### src/hdl/fbdl_pkg.sv
// ----------------------------------------------------------------------------
// fbdl_pkg: shared types and codes for the five-button debounce latch
// Request codes, button mode codes, field widths and the per-button
// control bundle driven from the top level into every button cell.
// ----------------------------------------------------------------------------
package fbdl_pkg;

  localparam int REQ_W    = 3;
  localparam int PIN_W    = 5;
  localparam int IDX_W    = 3;
  localparam int FLAG_W   = 5;
  localparam int COUNT_W  = 16;
  localparam int MASK_W   = 5;
  localparam int CFG_IDX_W = 2;
  localparam int CFG_DATA_W = 16;

  localparam int NUM_BUTTONS_DEF = 5;

  typedef logic [REQ_W-1:0]   req_t;
  typedef logic [COUNT_W-1:0] count_t;
  typedef logic [1:0]         mode_t;

  localparam req_t REQ_TICK      = 3'd0;
  localparam req_t REQ_CHECK_ONE = 3'd1;
  localparam req_t REQ_CHECK_ALL = 3'd2;
  localparam req_t REQ_ENABLE    = 3'd3;
  localparam req_t REQ_DISABLE   = 3'd4;

  localparam mode_t MODE_INACTIVE = 2'd0;
  localparam mode_t MODE_RELEASED = 2'd1;
  localparam mode_t MODE_PUSHED   = 2'd2;
  localparam mode_t MODE_HELD     = 2'd3;

  localparam logic [CFG_IDX_W-1:0] CFG_DETECT  = 2'd0;
  localparam logic [CFG_IDX_W-1:0] CFG_HOLDOFF = 2'd1;
  localparam logic [CFG_IDX_W-1:0] CFG_MASK    = 2'd2;

  localparam count_t COUNT_MAX = '1;

  typedef struct packed {
    logic                  step;
    req_t                  req_type;
    logic [PIN_W-1:0]      pin_levels;
    logic [IDX_W-1:0]      button_index;
    count_t                detect_ticks;
    count_t                holdoff_ticks;
    logic                  mask_load;
    logic [MASK_W-1:0]     mask;
  } ctrl_t;

endpackage

### src/hdl/fbdl_button.sv
// ----------------------------------------------------------------------------
// fbdl_button: debounce state for one button
// Holds the mode and run count of one button and applies one transaction
// per step: tick sampling, check, enable or disable; a mask reload takes priority.
// ----------------------------------------------------------------------------
module fbdl_button #(
  parameter int BTN_IDX = 0
) (
  input  logic           clk,
  input  logic           rst_n,
  input  fbdl_pkg::ctrl_t ctrl,
  output logic           report
);

  localparam bit HAS_PIN  = (BTN_IDX < fbdl_pkg::PIN_W);
  localparam bit HAS_MASK = (BTN_IDX < fbdl_pkg::MASK_W);
  localparam bit HAS_IDX  = (BTN_IDX < (1 << fbdl_pkg::IDX_W));
  localparam logic [2:0] PIN_SEL  = HAS_PIN ? 3'(BTN_IDX) : 3'd0;
  localparam logic [2:0] MASK_SEL = HAS_MASK ? 3'(BTN_IDX) : 3'd0;
  localparam logic [fbdl_pkg::IDX_W-1:0] IDX_CODE = fbdl_pkg::IDX_W'(BTN_IDX);

  fbdl_pkg::mode_t  mode_r, mode_nxt;
  fbdl_pkg::count_t count_r, count_nxt;

  logic             pressed;
  logic             hit;
  fbdl_pkg::count_t bumped;
  fbdl_pkg::count_t run;

  assign pressed = HAS_PIN ? ~ctrl.pin_levels[PIN_SEL] : 1'b1;
  assign hit     = HAS_IDX && (ctrl.button_index == IDX_CODE);
  assign bumped  = (count_r == fbdl_pkg::COUNT_MAX) ? count_r
                                                    : count_r + fbdl_pkg::count_t'(1);

  always_comb begin
    mode_nxt  = mode_r;
    count_nxt = count_r;
    report    = 1'b0;
    run       = '0;
    if (ctrl.mask_load) begin
      mode_nxt  = (HAS_MASK && ctrl.mask[MASK_SEL]) ? fbdl_pkg::MODE_RELEASED
                                                    : fbdl_pkg::MODE_INACTIVE;
      count_nxt = '0;
    end else if (ctrl.step) begin
      unique case (ctrl.req_type)
        fbdl_pkg::REQ_TICK: begin
          if (mode_r == fbdl_pkg::MODE_RELEASED) begin
            run = pressed ? bumped : '0;
            if (run >= ctrl.detect_ticks) begin
              mode_nxt  = fbdl_pkg::MODE_PUSHED;
              count_nxt = '0;
            end else begin
              count_nxt = run;
            end
          end else if (mode_r != fbdl_pkg::MODE_INACTIVE) begin
            run = pressed ? '0 : bumped;
            if (run >= ctrl.holdoff_ticks) begin
              mode_nxt  = fbdl_pkg::MODE_RELEASED;
              count_nxt = '0;
            end else begin
              count_nxt = run;
            end
          end
        end
        fbdl_pkg::REQ_CHECK_ONE,
        fbdl_pkg::REQ_CHECK_ALL: begin
          if ((ctrl.req_type == fbdl_pkg::REQ_CHECK_ALL || hit) &&
              mode_r == fbdl_pkg::MODE_PUSHED) begin
            mode_nxt = fbdl_pkg::MODE_HELD;
            report   = 1'b1;
          end
        end
        fbdl_pkg::REQ_ENABLE: begin
          if (hit && mode_r == fbdl_pkg::MODE_INACTIVE) begin
            mode_nxt = fbdl_pkg::MODE_RELEASED;
          end
        end
        fbdl_pkg::REQ_DISABLE: begin
          if (hit) begin
            mode_nxt = fbdl_pkg::MODE_INACTIVE;
          end
        end
        default: begin
        end
      endcase
    end
  end

  always_ff @(posedge clk) begin
    if (!rst_n) begin
      mode_r  <= HAS_MASK ? fbdl_pkg::MODE_RELEASED : fbdl_pkg::MODE_INACTIVE;
      count_r <= '0;
    end else begin
      mode_r  <= mode_nxt;
      count_r <= count_nxt;
    end
  end

endmodule

### src/hdl/five_button_debounce_latch.sv
// ----------------------------------------------------------------------------
// five_button_debounce_latch: debouncer and push latch for active-low buttons
// Tick, check, enable and disable transactions drive per-button debounce
// state; each transaction returns one pushed-flags result.
// ----------------------------------------------------------------------------
// Every input transaction yields exactly one result transaction. The result is
// offered once it has passed the input register and then the result register;
// a stalled result holds both registers. A new transaction is accepted every
// cycle while results are being taken. All buttons update in parallel within
// the single stage between those two registers. Configuration writes are
// accepted every cycle (cfg_ready is always high) and take effect at the
// accepting edge; a mask write reloads every button to released or inactive
// with its count cleared.
module five_button_debounce_latch #(
  parameter int NUM_BUTTONS = fbdl_pkg::NUM_BUTTONS_DEF
) (
  input  logic                             clk,
  input  logic                             rst_n,
  input  logic                             in_valid,
  output logic                             in_ready,
  input  logic [fbdl_pkg::REQ_W-1:0]       in_req_type,
  input  logic [fbdl_pkg::PIN_W-1:0]       in_pin_levels,
  input  logic [fbdl_pkg::IDX_W-1:0]       in_button_index,
  output logic                             out_valid,
  input  logic                             out_ready,
  output logic [fbdl_pkg::FLAG_W-1:0]      out_pushed_flags,
  input  logic                             cfg_valid,
  output logic                             cfg_ready,
  input  logic [fbdl_pkg::CFG_IDX_W-1:0]   cfg_index,
  input  logic [fbdl_pkg::CFG_DATA_W-1:0]  cfg_data
);

  logic                             in_v_r;
  fbdl_pkg::req_t                   req_r;
  logic [fbdl_pkg::PIN_W-1:0]       pins_r;
  logic [fbdl_pkg::IDX_W-1:0]       idx_r;
  logic                             out_v_r;
  logic [fbdl_pkg::FLAG_W-1:0]      flags_r, flags_nxt;
  fbdl_pkg::count_t                 detect_r, holdoff_r;
  logic                             advance;
  logic                             cfg_wr;
  fbdl_pkg::ctrl_t                  ctrl;
  logic [NUM_BUTTONS-1:0]           report;

  assign advance   = !out_v_r || out_ready;
  assign in_ready  = !in_v_r || advance;
  assign cfg_ready = 1'b1;
  assign cfg_wr    = cfg_valid;
  assign out_valid = out_v_r;
  assign out_pushed_flags = flags_r;

  always_ff @(posedge clk) begin
    if (!rst_n) begin
      in_v_r <= 1'b0;
    end else if (in_ready) begin
      in_v_r <= in_valid;
    end
  end

  always_ff @(posedge clk) begin
    if (in_valid && in_ready) begin
      req_r  <= in_req_type;
      pins_r <= in_pin_levels;
      idx_r  <= in_button_index;
    end
  end

  always_ff @(posedge clk) begin
    if (!rst_n) begin
      detect_r  <= fbdl_pkg::count_t'(1);
      holdoff_r <= fbdl_pkg::count_t'(1);
    end else if (cfg_wr) begin
      if (cfg_index == fbdl_pkg::CFG_DETECT) begin
        detect_r <= cfg_data;
      end
      if (cfg_index == fbdl_pkg::CFG_HOLDOFF) begin
        holdoff_r <= cfg_data;
      end
    end
  end

  always_comb begin
    ctrl.step          = in_v_r && advance;
    ctrl.req_type      = req_r;
    ctrl.pin_levels    = pins_r;
    ctrl.button_index  = idx_r;
    ctrl.detect_ticks  = detect_r;
    ctrl.holdoff_ticks = holdoff_r;
    ctrl.mask_load     = cfg_wr && (cfg_index == fbdl_pkg::CFG_MASK);
    ctrl.mask          = cfg_data[fbdl_pkg::MASK_W-1:0];
  end

  for (genvar g = 0; g < NUM_BUTTONS; g++) begin : g_btn
    fbdl_button #(
      .BTN_IDX(g)
    ) u_btn (
      .clk   (clk),
      .rst_n (rst_n),
      .ctrl  (ctrl),
      .report(report[g])
    );
  end

  for (genvar f = 0; f < fbdl_pkg::FLAG_W; f++) begin : g_flag
    if (f < NUM_BUTTONS) begin : g_on
      assign flags_nxt[f] = report[f];
    end else begin : g_off
      assign flags_nxt[f] = 1'b0;
    end
  end

  always_ff @(posedge clk) begin
    if (!rst_n) begin
      out_v_r <= 1'b0;
    end else if (advance) begin
      out_v_r <= in_v_r;
    end
  end

  always_ff @(posedge clk) begin
    if (advance) begin
      flags_r <= flags_nxt;
    end
  end

  a_flags_only_on_check: assert property (@(posedge clk) disable iff (!rst_n)
    (in_v_r && advance && req_r != fbdl_pkg::REQ_CHECK_ONE &&
     req_r != fbdl_pkg::REQ_CHECK_ALL) |=> (out_pushed_flags == '0))
    else $error("pushed flags set for a non-check transaction");

  a_check_one_single: assert property (@(posedge clk) disable iff (!rst_n)
    (in_v_r && advance && req_r == fbdl_pkg::REQ_CHECK_ONE) |=>
      $onehot0(out_pushed_flags))
    else $error("check-one reported more than one button");

  a_stall_cause: assert property (@(posedge clk) disable iff (!rst_n)
    !in_ready |-> (in_v_r && out_v_r && !out_ready))
    else $error("input stalled without a blocked result");

  a_result_follows: assert property (@(posedge clk) disable iff (!rst_n)
    (in_v_r && advance) |=> out_v_r)
    else $error("processed transaction produced no result");

endmodule

### config.mk
export PLATFORM = sky130hd
export DESIGN_NAME = five_button_debounce_latch
export DESIGN_NICKNAME = d
export VERILOG_FILES = /design/src/hdl/fbdl_pkg.sv /design/src/hdl/fbdl_button.sv /design/src/hdl/five_button_debounce_latch.sv
export SDC_FILE = /design/constraint.sdc
export NUM_CORES = 1
export LEC_CHECK = 0
export ABC_AREA = 1
export BUFFER_PORTS_ARGS = -buffer_cell sky130_fd_sc_hd__buf_2
export CAP_MARGIN = 20
export CORE_MARGIN = 8
export CORE_UTILIZATION = 50
export CTS_CLUSTER_DIAMETER = 60
export DETAILED_ROUTE_END_ITERATION = 16
export GPL_ROUTABILITY_DRIVEN = 0
export PLACE_DENSITY_LB_ADDON = 0.08
export SYNTH_ARGS = -nofsm -noshare
export SYNTH_HDL_FRONTEND = slang
export SYNTH_SLANG_ARGS = --single-unit
### constraint.sdc
create_clock -name clk -period 5.9 [get_ports clk]
set_input_delay 0.295 -clock clk [delete_from_list [all_inputs] [get_ports clk]]
set_output_delay 0.295 -clock clk [all_outputs]
set_load 0.02 [all_outputs]
==> summary.txt, run 1 <==
most frequent cells in the layout -> nand2_1, inv_1, nor2_1, a21oi_1, ha_1
unrepaired setup endpoints after global routing -> no
Slew Limit Fails -> 0
f_max -> 290 MHz
Switching Fraction -> 35.6%
GRT Total Usage -> 25.3%
CTS H-tree depth -> 4
Synth Warn # -> 0
pin count of the biggest net entering global routing -> 44
hold wc startpoint -> in_req_type[2]
net count of the finished layout -> 2378
total wire length -> 41.7 mm
crit share post-route -> 58.5%
leading cell type in the layout, fill and taps excluded -> nand2_1
Die Height -> 180 µm
Setup TNS -> 0 ps
mean post-synth cell area -> 6.20 µm²
Skew-Pair Late Insertion Delay -> 450 ps
Util after Layout -> 54.0%
Sequential Power Share -> 37.5%
Die Width -> 180 µm
post-DP HPWL -> 31.4 mm
share of layout cells above drive strength 1 -> 6.48%
Power Internal -> 1770 µW
vias in the first global route -> 12600
Max stage delay cell, worst path -> dfxtp_1
drt pass-1 iters -> 8
Setup crit start kind -> register
Via density -> 5.39
Pleak -> 0.00729 µW
peak supply drop -> 0.192 mV
Detail Route Antenna Nets -> 0
Psw -> 980 µW
GRT overflow -> 0
Hold Slack -> 22.1 ps
# setup viols final -> 0
Worst EP required -> 6240 ps
sequential area share after synthesis -> 22.0%
Syn-to-layout area delta -> 7.26%
worst r2r src -> g_btn[1].u_btn.count_r[0]$_SDFFE_PP0P_
footprint of the multi-input gates -> 8880 µm²
Iter 0 DRT Violations -> 1014
Max Cap Violations -> 0
global-route wire length before repair -> 66.4 mm
Worst-Margin Slew -> 920 ps
PwrDens -> 191 nW/µm²
Worst Path Arrival -> 3800 ps
Hold Path End -> req_r[2]$_DFFE_PP_
Initial Util -> 50.4%
final hold viol count -> 0
post-cts hold buffer count -> 0
Crit Path Max Fanout -> 15
CTS resizes -> 0
Longest Clk Path Bufs -> 2
ys flop type -> dfxtp_1
Cell Rows -> 60
Clk pwr share -> 41.8%
Residual DRC -> 0
mapped cell area -> 13500 µm²
min Tclk post-route -> 3450 ps
CTS tree -> built
CTS Buf Count -> 17
via count -> 13600
crit-path cells -> ha_1 -> nand2_2 -> nor3_1 -> and2_1 -> nand2_1 -> o21ai_0 -> nor2_1 -> ha_1 -> nand2_1 -> nor4_1 -> nand2_1 -> nand2_1 -> inv_1 -> nand2_1 -> nand3_1 -> nand2_1 -> inv_1
Post-Syn Nets -> 2372
setup slack, reg-to-reg -> 2450 ps
I/O Buffers -> 40
Die ar. -> 32400 µm²
antenna violations before repair -> 1
Syn Inst Count -> 2173
combinational share of power -> 20.7%
Crit. End Element -> register
CTS clk-pin slew, worst paths -> 70 ps
CP Class -> reg2reg
status -> finished, final reports clean
register area -> 2960 µm²
crit-path most repeated cell -> nand2_1
hold path cells -> 1
drt wl/cell -> 16.5 µm
clock skew -> 12.8 ps
hold crit path type -> in2reg
ANT cells -> 0
CTS root buf -> clkbuf_16
Crit path largest cell delay -> 420 ps
Crit Reg-Reg Endpoint -> g_btn[1].u_btn.count_r[9]$_SDFFE_PP0P_
Netlist cell types -> 46
# fillers -> 2700
Post-synth EDFFs -> 16
CTS sink cnt -> 140
number of synthesized register bits -> 140
setup bufs post-CTS -> 0
FF-to-FF path depth -> 17
Core Region -> 26700 µm²
Synth async-reset ratio -> 0%
io pins -> 42
Slew HR -> 38.2%
cell usage after synthesis, types with 2 or more instances:
library cell	count	area, µm²
nor3_2	4	40.0
edfxtp_1	16	480
and3_1	2	12.5
nand3_1	151	756
nor2_2	6	37.5
and2_1	3	18.8
ha_1	165	2060
a21oi_2	9	78.8
buf_1	5	18.8
dfxtp_1	124	2480
nand3b_1	2	15.0
buf_4	4	30.0
o21ai_1	2	10.0
nor3_1	30	150
nand2_2	12	75.1
o21ai_0	73	365
nor2_1	234	878
o21bai_1	5	37.5
inv_4	2	12.5
a22oi_1	2	15.0
inv_2	10	37.5
nor2_8	3	60.1
nand4_1	22	138
buf_6	5	56.3
nand2_1	594	2230
xor2_1	42	368
nor2_4	4	45.0
nand3_4	2	35.0
o21a_1	5	37.5
or2_2	4	25.0
nor3_4	2	32.5
buf_8	2	30.0
buf_2	20	100
nor4_1	4	25.0
clkbuf_1	24	90.1
a21oi_1	218	1090
a21o_1	6	45.0
o211ai_1	19	143
inv_1	329	1230
stage by stage:
step	total power [µW]	std cells	cell area [µm²]	setup WS [ps]
5_1_grt	2880	2533	14400	2080
3_3_place_gp	1610	2500	13800	2570
3_5_place_dp	1610	2500	13800	2590
2_1_floorplan	1460	2173	13500	3100
4_1_cts	2760	2532	14400	2500
6_report	2750	2533	14400	2450
layer usage:
| metal | up-vias | wire length (µm) | GRT usage (%) |
|---|---|---|---|
| li1 | 7005 | - | - |
| met1 | 6122 | 17900 | 30.0 |
| met2 | 415 | 19900 | 43.9 |
| met3 | 97 | 2120 | 4.09 |
| met4 | 2 | 1790 | 12.1 |
| met5 | - | 12 | 0 |
worst max path at each step:
stage | from | end | slack [ps] | cells after the start
after floorplan | g_btn[4].u_btn.count_r[0]$_SDFFE_PP0P_ | g_btn[4].u_btn.count_r[12]$_SDFFE_PP0P_ | 3100 | 20
after global placement | g_btn[1].u_btn.count_r[0]$_SDFFE_PP0P_ | g_btn[1].u_btn.count_r[9]$_SDFFE_PP0P_ | 2570 | 17
final | g_btn[1].u_btn.count_r[0]$_SDFFE_PP0P_ | g_btn[1].u_btn.count_r[9]$_SDFFE_PP0P_ | 2450 | 17
after detailed placement | g_btn[1].u_btn.count_r[0]$_SDFFE_PP0P_ | g_btn[1].u_btn.count_r[9]$_SDFFE_PP0P_ | 2590 | 17
after CTS | g_btn[1].u_btn.count_r[0]$_SDFFE_PP0P_ | g_btn[1].u_btn.count_r[9]$_SDFFE_PP0P_ | 2500 | 17
after global routing | g_btn[1].u_btn.count_r[0]$_SDFFE_PP0P_ | g_btn[1].u_btn.count_r[9]$_SDFFE_PP0P_ | 2080 | 17
final cells by class:
| class | count | area share (%) |
|---|---|---|
| repair buffers | 47 | 1.80 |
| clock inverters | 13 | 0.953 |
| inverters | 343 | 8.99 |
| multi-input cells | 1630 | 61.5 |
| well taps | 341 | 2.95 |
| flip-flops and latches | 140 | 20.5 |
| clock buffers | 19 | 3.29 |
power groups by stage:
stage          Combinational, µW  Clock (µW)  Sequential [µW]
2_1_floorplan                421           0             1040
3_3_place_gp                 554           0             1050
3_5_place_dp                 560           0             1050
4_1_cts                      563        1160             1030
5_1_grt                      645        1200             1040
6_report                     570        1150             1030
registers in the layout (all words and copies together), names as in the netlist:
signal / count
detect_r: 16
g_btn.u_btn.count_r: 80
g_btn.u_btn.mode_r: 10
holdoff_r: 16
idx_r: 3
in_v_r: 1
out_pushed_flags: 5
out_valid: 1
pins_r: 5
req_r: 3
worst max-delay path: cells and delay by family (launching register included):
kind                     cells  cell delay (ps)
flip-flops                   1              420
buffers and inverters        2              290
AO/OA/AOI/OAI                1              260
AND/OR/NAND/NOR             12             1780
adder cells (fa/ha/maj)      2              590
cells by family (layout without fill, tap and decap cells):
logic type | Yosys count | after routing | synth area share, %
buf+inv | 403 | 422 | 12.1
fa+ha+maj | 165 | 165 | 15.3
simple gates | 1081 | 1081 | 34.2
flops | 140 | 140 | 22.0
compound gates | 341 | 341 | 13.6
xor+xnor | 42 | 42 | 2.73
other cells | 1 | 1 | 0.0279
Note: power is estimated with default switching activity, not from simulation.
==> run 2: changes to the inputs <==
==> constraint.sdc (replaced) <==
create_clock -name clk -period 3.1 [get_ports clk]
set_input_delay 0.155 -clock clk [delete_from_list [all_inputs] [get_ports clk]]
set_output_delay 0.155 -clock clk [all_outputs]
set_load 0.02 [all_outputs]
==> run 2 against run 1 <==
  * Register-to-register slack lost 2300 ps
  * Critical path depth grew 6
  * Clock power grew 88%
  * Worst setup slack lost 2300 ps
  * Maximum frequency grew 17%
  * Largest power group unchanged
  * Highest routed layer is now met4
==> summary.txt, run 2 (synthesis results as in run 1) <==
status -> finished, final reports clean
drt pass-1 iters -> 5 (-3)
Die Height -> 180 µm (unchanged)
Layout Cells excl Fill -> 2609 (+3.0%)
antenna violations before repair -> 0 (-1)
Switching Fraction -> 35.2% (-0.43 points)
Skew-Pair Late Insertion Delay -> 440 ps (about the same)
Setup crit start kind -> register
Residual DRC -> 0 (unchanged)
crit path launch -> g_btn[2].u_btn.count_r[1]$_SDFFE_PP0P_
crit-path most repeated cell -> nand2_1
Die ar. -> 32400 µm² (unchanged)
Clk pwr share -> 39.6% (-2.2 points)
Crit path largest cell delay -> 390 ps (-30 ps)
Hold Slack -> 8.89 ps (-13.2 ps)
CTS root buf -> clkbuf_16
Worst EP required -> 3450 ps (-2790 ps)
combinational share of power -> 24.6% (+3.9 points)
CP Class -> reg2reg
Iter 0 DRT Violations -> 839 (-17%)
Power Internal -> 3530 µW (+99%)
biggest regs -> g_btn.u_btn.count_r x80, detect_r x16, holdoff_r x16
Max Cap Violations -> 0 (unchanged)
Longest Clk Path Bufs -> 2 (unchanged)
Slew Limit Fails -> 0 (unchanged)
# setup viols final -> 0 (unchanged)
CTS tree -> built
Die Width -> 180 µm (unchanged)
clock skew -> 14.2 ps (+1.43 ps)
I/O Buffers -> 40 (unchanged)
Psw -> 1920 µW (+95%)
final hold viol count -> 0 (unchanged)
Pleak -> 0.00783 µW (+7.3%)
share of layout cells above drive strength 1 -> 14.3% (+7.9 points)
Worst-Margin Slew -> 828 ps (-91.8 ps)
Initial Util -> 50.4% (unchanged)
Slew HR -> 44.7% (+6.5 points)
CTS H-tree depth -> 4 (unchanged)
total wire length -> 43.6 mm (+4.5%)
worst r2r src -> g_btn[2].u_btn.count_r[1]$_SDFFE_PP0P_
min Tclk post-route -> 2960 ps (-493 ps)
most frequent cells in the layout -> nand2_1, inv_1, nor2_1, a21oi_1, ha_1
CTS Buf Count -> 17 (unchanged)
hold crit path type -> in2reg
CTS clk-pin slew, worst paths -> 80 ps (about the same)
f_max -> 338 MHz (+17%)
peak supply drop -> 0.331 mV (+72%)
drt wl/cell -> 16.7 µm (+1.5%)
Tot Pwr -> 5440 µW (+98%)
Crit. End Element -> register
via count -> 14000 (+2.9%)
GRT Total Usage -> 25.7% (+0.46 points)
Core Region -> 26700 µm² (unchanged)
ANT cells -> 0 (unchanged)
io pins -> 42 (unchanged)
post-DP HPWL -> 31.6 mm (+0.62%)
Detail Route Antenna Nets -> 0 (unchanged)
GRT overflow -> 0 (unchanged)
Crit path buffers/inverters -> 3 (+1)
delay-heaviest family, CP -> simple AND/OR/NAND/NOR gates
# fillers -> 2649 (-1.9%)
CTS sink cnt -> 140 (unchanged)
Max stage delay cell, worst path -> dfxtp_4
Setup TNS -> 0 ps (unchanged)
Cell Rows -> 60 (unchanged)
PwrDens -> 347 nW/µm² (+82%)
Via density -> 5.38 (about the same)
Sequential Power Share -> 35.7% (-1.8 points)
largest reg by FF count -> g_btn.u_btn.count_r
crit-path cells -> ha_4 -> nand2_4 -> nor2_4 -> nand2_4 -> nor2_4 -> nand3_4 -> xor2_2 -> nor2_1 -> inv_1 -> ha_1 -> nand2_1 -> nor2_1 -> nor2_1 -> nand2_1 -> nand2_1 -> nand2_2 -> nand2_2 -> nand2_4 -> clkinvlp_4 -> nand2_1 -> nand3_1 -> nand2_1 -> inv_1
pin count of the biggest net entering global routing -> 43 (-2.3%)
global-route wire length before repair -> 67.8 mm (+2.0%)
register area -> 2990 µm² (+0.97%)
unrepaired setup endpoints after global routing -> yes
net count of the finished layout -> 2454 (+3.2%)
hold wc startpoint -> rst_n
vias in the first global route -> 13200 (+4.9%)
max FFs per register -> 80 (unchanged)
Syn-to-layout area delta -> 16.5%
crit share post-route -> 95.5% (+37 points)
leading cell type in the layout, fill and taps excluded -> nand2_1
Worst Path Arrival -> 3310 ps (-490 ps)
footprint of the multi-input gates -> 9410 µm² (+5.9%)
Crit Path Max Fanout -> 8 (-7)
Post-Place Cells -> 2543 (+1.7%)
==> run 2: cell count changes in the layout (fill, tap and decap cells not counted), moves of 10 or more <==
cell / previous run / this run
buf_4: 6 / 56
nand2_1: 594 / 573
a21oi_1: 218 / 198
nor2_1: 233 / 214
a21oi_2: 9 / 27
dfxtp_1: 124 / 109
dlygate4sd3_1: 0 / 14
nor2_2: 7 / 21
o21ai_0: 73 / 60
nand2_2: 12 / 24
dfxtp_2: 0 / 11
nor3_1: 30 / 20
==> run 2: power groups by stage <==
stage | Clock (µW) | Sequential [µW] | Combinational [µW]
final | 2160 | 1940 | 1340
after global routing | 2240 | 1950 | 1480
after CTS | 2180 | 1940 | 1240
after detailed placement | 0 | 1990 | 1200
after global placement | 0 | 1980 | 1180
after floorplan | 0 | 1970 | 802
==> run 2: layout make-up <==
cell class,count,share of cell area [%]
repair buffers,118,5.87
multi-input cells,1632,60.0
flip-flops and latches,140,19.1
clock inverters,14,0.918
clock buffers,18,2.87
repair inverters,3,0.144
well taps,341,2.72
inverters,343,8.40
==> run 2: per-layer routing <==
metal	GRT usage (%)	part of all wire (%)	vias up	wire length (µm)
met1	29.7	42	6399	18400
met3	3.69	4.5	96	1950
met4	12.8	4.6	0	2020
li1	-	-	7141	-
met5	0	0	-	0
met2	46.0	49	405	21200
==> run 2: final timing paths <==
kind,to,slack [ps],cells after the start
worst max-delay path,g_btn[2].u_btn.count_r[7]$_SDFFE_PP0P_,140,23
worst min-delay path,in_v_r$_SDFFE_PN0N_,9,3
worst max register to register,g_btn[2].u_btn.count_r[7]$_SDFFE_PP0P_,140,23
worst min register to register,out_valid$_SDFFE_PN0P_,470,2
==> run 2: worst min-delay path, stage by stage <==
cell     delay (ps)
buf_2            90
inv_1            60
a21oi_1         100
==> run 2: what timing repair did <==
action | 4_1_cts | 5_1_grt
setup buffers | 5 | 10
pin swaps | 1 | 44
endpoints found under the setup margin | 17 | 89
gates resized for setup | 9 | 158
gates cloned | 2 | 3
endpoints found under the hold margin | 14 | 0
hold buffers | 14 | 0
==> run 2: through the flow <==
stage / utilization [%] / setup slack (ps) / instance area, µm²
finish: 58.7 / 141 / 15700
detailed placement: 53.2 / -44.8 / 14200
global placement: 53.2 / -23.5 / 14200
CTS: 56.3 / 2.06 / 15000
global route: 58.7 / -36.8 / 15700
floorplan: - / 297 / 13500
==> run 3: changes to the inputs <==
--- a/config.mk
+++ b/config.mk
@@ -5,12 +5,11 @@
 export SDC_FILE = /design/constraint.sdc
 export NUM_CORES = 1
 export LEC_CHECK = 0
-export ABC_AREA = 1
+export ABC_AREA = 0
 export BUFFER_PORTS_ARGS = -buffer_cell sky130_fd_sc_hd__buf_2
 export CAP_MARGIN = 20
 export CORE_MARGIN = 8
 export CORE_UTILIZATION = 50
-export CTS_CLUSTER_DIAMETER = 60
 export DETAILED_ROUTE_END_ITERATION = 16
 export GPL_ROUTABILITY_DRIVEN = 0
 export PLACE_DENSITY_LB_ADDON = 0.08
==> run 3 against run 2 <==
  * The flow now finishes with violations (negative setup slack)
  * Routed wire length is 4.5% higher
  * Maximum frequency fell by 18%
  * Sequential share of layout area fell by 2.0 points
  * Worst setup slack lost 650 ps
  * Largest power group unchanged
==> summary.txt, run 3 <==
largest family of logic cells by synthesized area -> simple AND/OR/NAND/NOR gates
met1 wire length -> 18.9 mm (+3.1%)
Skew-Pair Late Insertion Delay -> 450 ps (about the same)
hold crit path type -> in2reg
Adder-Cell Fraction of Synth Area -> 17.5% (+2.1 points)
Initial Util -> 50.8% (+0.42 points)
GRT Total Usage -> 30.0% (+4.3 points)
Crit. End Element -> register
mapped cell area -> 11900 µm² (-12%)
leading post-synthesis cells by cell area -> dfxtp_1, ha_1, nor2_1
post-DP HPWL -> 29.9 mm (-5.5%)
Iter 0 DRT Violations -> 1452 (+73%)
drt pass-1 iters -> 5 (unchanged)
unrepaired setup endpoints after global routing -> yes
Via density -> 6.02 (+12%)
Switching Fraction -> 34.1% (-1.0 points)
Slew HR -> 28.4% (-16 points)
most frequent cells in the layout -> buf_4, nor2_1, nand2_1, ha_1, dfxtp_1
crit path launch -> g_btn[3].u_btn.count_r[5]$_SDFFE_PP0P_
crit-path cells -> nand4_1 -> buf_4 -> buf_4 -> nor3_4 -> and3_1 -> mux2i_2 -> buf_4 -> nor2_1 -> ha_1 -> nand3_1 -> nand2_1 -> a211o_1 -> a211o_1 -> mux2i_4 -> buf_6 -> clkbuf_16 -> nand3_2 -> a21oi_1
Syn Inst Count -> 1560 (-28%)
number of synthesized register bits -> 140 (unchanged)
Worst-Margin Slew -> 1070 ps (+241 ps)
max FFs per register -> 80 (unchanged)
CTS tree -> built
Die ar. -> 29000 µm² (-11%)
combinational share of power -> 24.0% (-0.6 points)
Post-Syn Nets -> 1759 (-26%)
FF-to-FF path depth -> 18 (-22%)
Syn-to-layout area delta -> 48.3%
register area -> 3000 µm² (+0.42%)
Power Internal -> 3580 µW (+1.4%)
uppermost layer routed -> met4
pin count of the biggest net entering global routing -> 35 (-19%)
CTS H-tree depth -> 4 (unchanged)
PwrDens -> 308 nW/µm² (-11%)
f_max -> 277 MHz (-18%)
global-route wire length before repair -> 68.6 mm (+1.2%)
crit share post-route -> 117% (+21 points)
Post-synth EDFFs -> 16 (unchanged)
Worst EP required -> 3470 ps (+20 ps)
mux cell area share after synthesis -> 2.21% (+2.2 points)
leading cell type in the layout, fill and taps excluded -> buf_4
worst r2r src -> g_btn[3].u_btn.count_r[5]$_SDFFE_PP0P_
via count -> 13500 (-3.7%)
Max stage delay cell, worst path -> dfxtp_1
Pleak -> 0.00739 µW (-5.6%)
fraction of the mapped netlist area in simple logic gates -> 29.6% (-4.6 points)
Die Height -> 170 µm (-5.5%)
Crit path buffers/inverters -> 5 (+2)
largest reg by FF count -> g_btn.u_btn.count_r
Psw -> 1850 µW (-3.1%)
Placed Area -> 14500 µm² (+1.8%)
drt wl/cell -> 20.3 µm (+21%)
Core Region -> 23400 µm² (-12%)
Synth Area in Compound Gates -> 17.7% (+4.1 points)
CTS sink cnt -> 140 (unchanged)
Met2 Wirelength -> 20.8 mm (-1.9%)
GRT overflow -> 0 (unchanged)
net count of the finished layout -> 2114 (-14%)
Util after Layout -> 75.3% (+17 points)
Netlist cell types -> 76 (+65%)
peak supply drop -> 0.286 mV (-14%)
min Tclk post-route -> 3610 ps (+652 ps)
delay-heaviest family, CP -> simple AND/OR/NAND/NOR gates
Synth area leader -> dfxtp_1
count leader, synth -> nor2_1
Slew Limit Fails -> 0 (unchanged)
Crit path largest cell delay -> 370 ps (-20 ps)
CP Class -> reg2reg
Synth Warn # -> 0 (unchanged)
final hold viol count -> 0 (unchanged)
status -> finished, violations left
sequential area share after synthesis -> 24.9% (+2.9 points)
worst setup margin -> -512 ps (-652 ps)
Die Width -> 170 µm (-5.5%)
Longest Clk Path Bufs -> 2 (unchanged)
Max Cap Violations -> 0 (unchanged)
CTS Buf Count -> 17 (unchanged)
xor and xnor area share after synthesis -> 4.35% (+1.6 points)
Sequential Power Share -> 35.3% (-0.4 points)
Setup crit start kind -> register
Worst Path Arrival -> 3990 ps (+680 ps)
ys flop type -> dfxtp_1
# fillers -> 1730 (-35%)
biggest regs -> g_btn.u_btn.count_r x80, detect_r x16, holdoff_r x16
Crit Path Max Fanout -> 4 (-4)
clock skew -> 14.1 ps (-0.161 ps)
Detail Route Antenna Nets -> 0 (unchanged)
antenna violations before repair -> 0 (unchanged)
I/O Buffers -> 40 (unchanged)
Post-synth top cells -> nor2_1, nand2_1, ha_1
WP depth -> 18 (-22%)
CTS clk-pin slew, worst paths -> 80 ps (about the same)
Clk pwr share -> 40.7% (+1.1 points)
ANT cells -> 0 (unchanged)
footprint of the multi-input gates -> 10200 µm² (+8.7%)
hold wc startpoint -> cfg_data[4]
fin area -> 17600 µm² (+12%)
mean post-synth cell area -> 7.62 µm² (+23%)
crit-path most repeated cell -> buf_4
Yosys top cell area share -> 20.9% (+2.4 points)
Cell Rows -> 56 (-6.7%)
metal3 WL -> 3.50 mm (+79%)
hold path cells -> 3 (unchanged)
CTS root buf -> clkbuf_16
share of layout cells above drive strength 1 -> 37.0% (+23 points)
Synth async-reset ratio -> 0% (unchanged)
io pins -> 42 (unchanged)
total wire length -> 45.6 mm (+4.5%)
vias in the first global route -> 13000 (-1.9%)
# setup viols final -> 90 (+90)
failing checks -> negative setup slack
Residual DRC -> 0 (unchanged)
run 3: cell types whose count changed in the layout (fill, tap and decap cells not counted), sizes merged, moves of 15 or more:
cell and delta:
nand2 -399, inv -298, buf +265, a21oi -141, nand3 -66, a21boi +30, a31oi +24, nand2b +24
and3 +22, xnor2 +21, mux2i +19, nand4 +19, o31ai +15
run 3: what timing repair did:
action                                 in CTS  in global routing
pin swaps                                 102                 92
setup buffers                              40                 28
resized for setup                         205                149
endpoints found under the hold margin      37                  0
hold buffers                               25                  0
setup endpoints to repair                  90                 90
gates cloned                                3                  3
run 3: final cells by class:
cell class | count | share of cell area [%]
inverter | 49 | 1.04
multi-input combinational | 1310 | 58.0
clock inverter | 15 | 1.11
tap | 319 | 2.26
timing repair buffer | 397 | 18.1
clock buffer | 17 | 2.41
sequential | 140 | 17.0
run 3: path summary, 6_finish.rpt:
kind	to	slack (ps)
worst max-delay path	g_btn[3].u_btn.count_r[14]$_SDFFE_PP0P_	-510
worst min-delay path	detect_r[4]$_SDFFE_PN0P_	10
worst max register to register	g_btn[3].u_btn.count_r[14]$_SDFFE_PP0P_	-510
worst min register to register	detect_r[12]$_SDFFE_PN0P_	470
run 3: per-layer routing:
metal	global-route usage [%]	vias to the layer above
met5	0	-
met2	48.2	631
met1	38.7	6440
li1	-	6298
met3	5.05	156
met4	14.5	0
run 3: tightest hold or removal path, delay by kind of cell:
family	cells	cell delay, ps
AO/OA/AOI/OAI	1	60
AND/OR/NAND/NOR	1	50
buffers and inverters	1	130
run 3: cell families (layout without fill, tap and decap cells):
family / Yosys count / in the layout
AND/OR/NAND/NOR: 738 / 738
AO/OA/AOI/OAI: 325 / 325
adder cells (fa/ha/maj): 166 / 166
flip-flops: 140 / 140
buffers and inverters: 110 / 478
XOR/XNOR: 59 / 59
multiplexers: 21 / 21
other: 1 / 1
run 3: power by group through the flow:
stage / combinational [µW] / sequential, µW / clock [µW]
final: 1300 / 1920 / 2210
after global routing: 1380 / 1920 / 2290
after global placement: 904 / 1960 / 0
after CTS: 1140 / 1920 / 2210
after floorplan: 561 / 1950 / 0
after detailed placement: 916 / 1960 / 0
run 3: metrics by stage:
step	cells	worst slack, ps	total power [µW]	setup TNS, ps	hold WS, ps
after global placement	2120	-365	2860	-18550	331
after CTS	2219	-401	5260	-15800	8.53
final	2247	-512	5430	-25130	13.8
after floorplan	1560	-167	2510	-1110	254
after global routing	2247	-604	5590	-38860	27.1
after detailed placement	2120	-453	2870	-22460	334
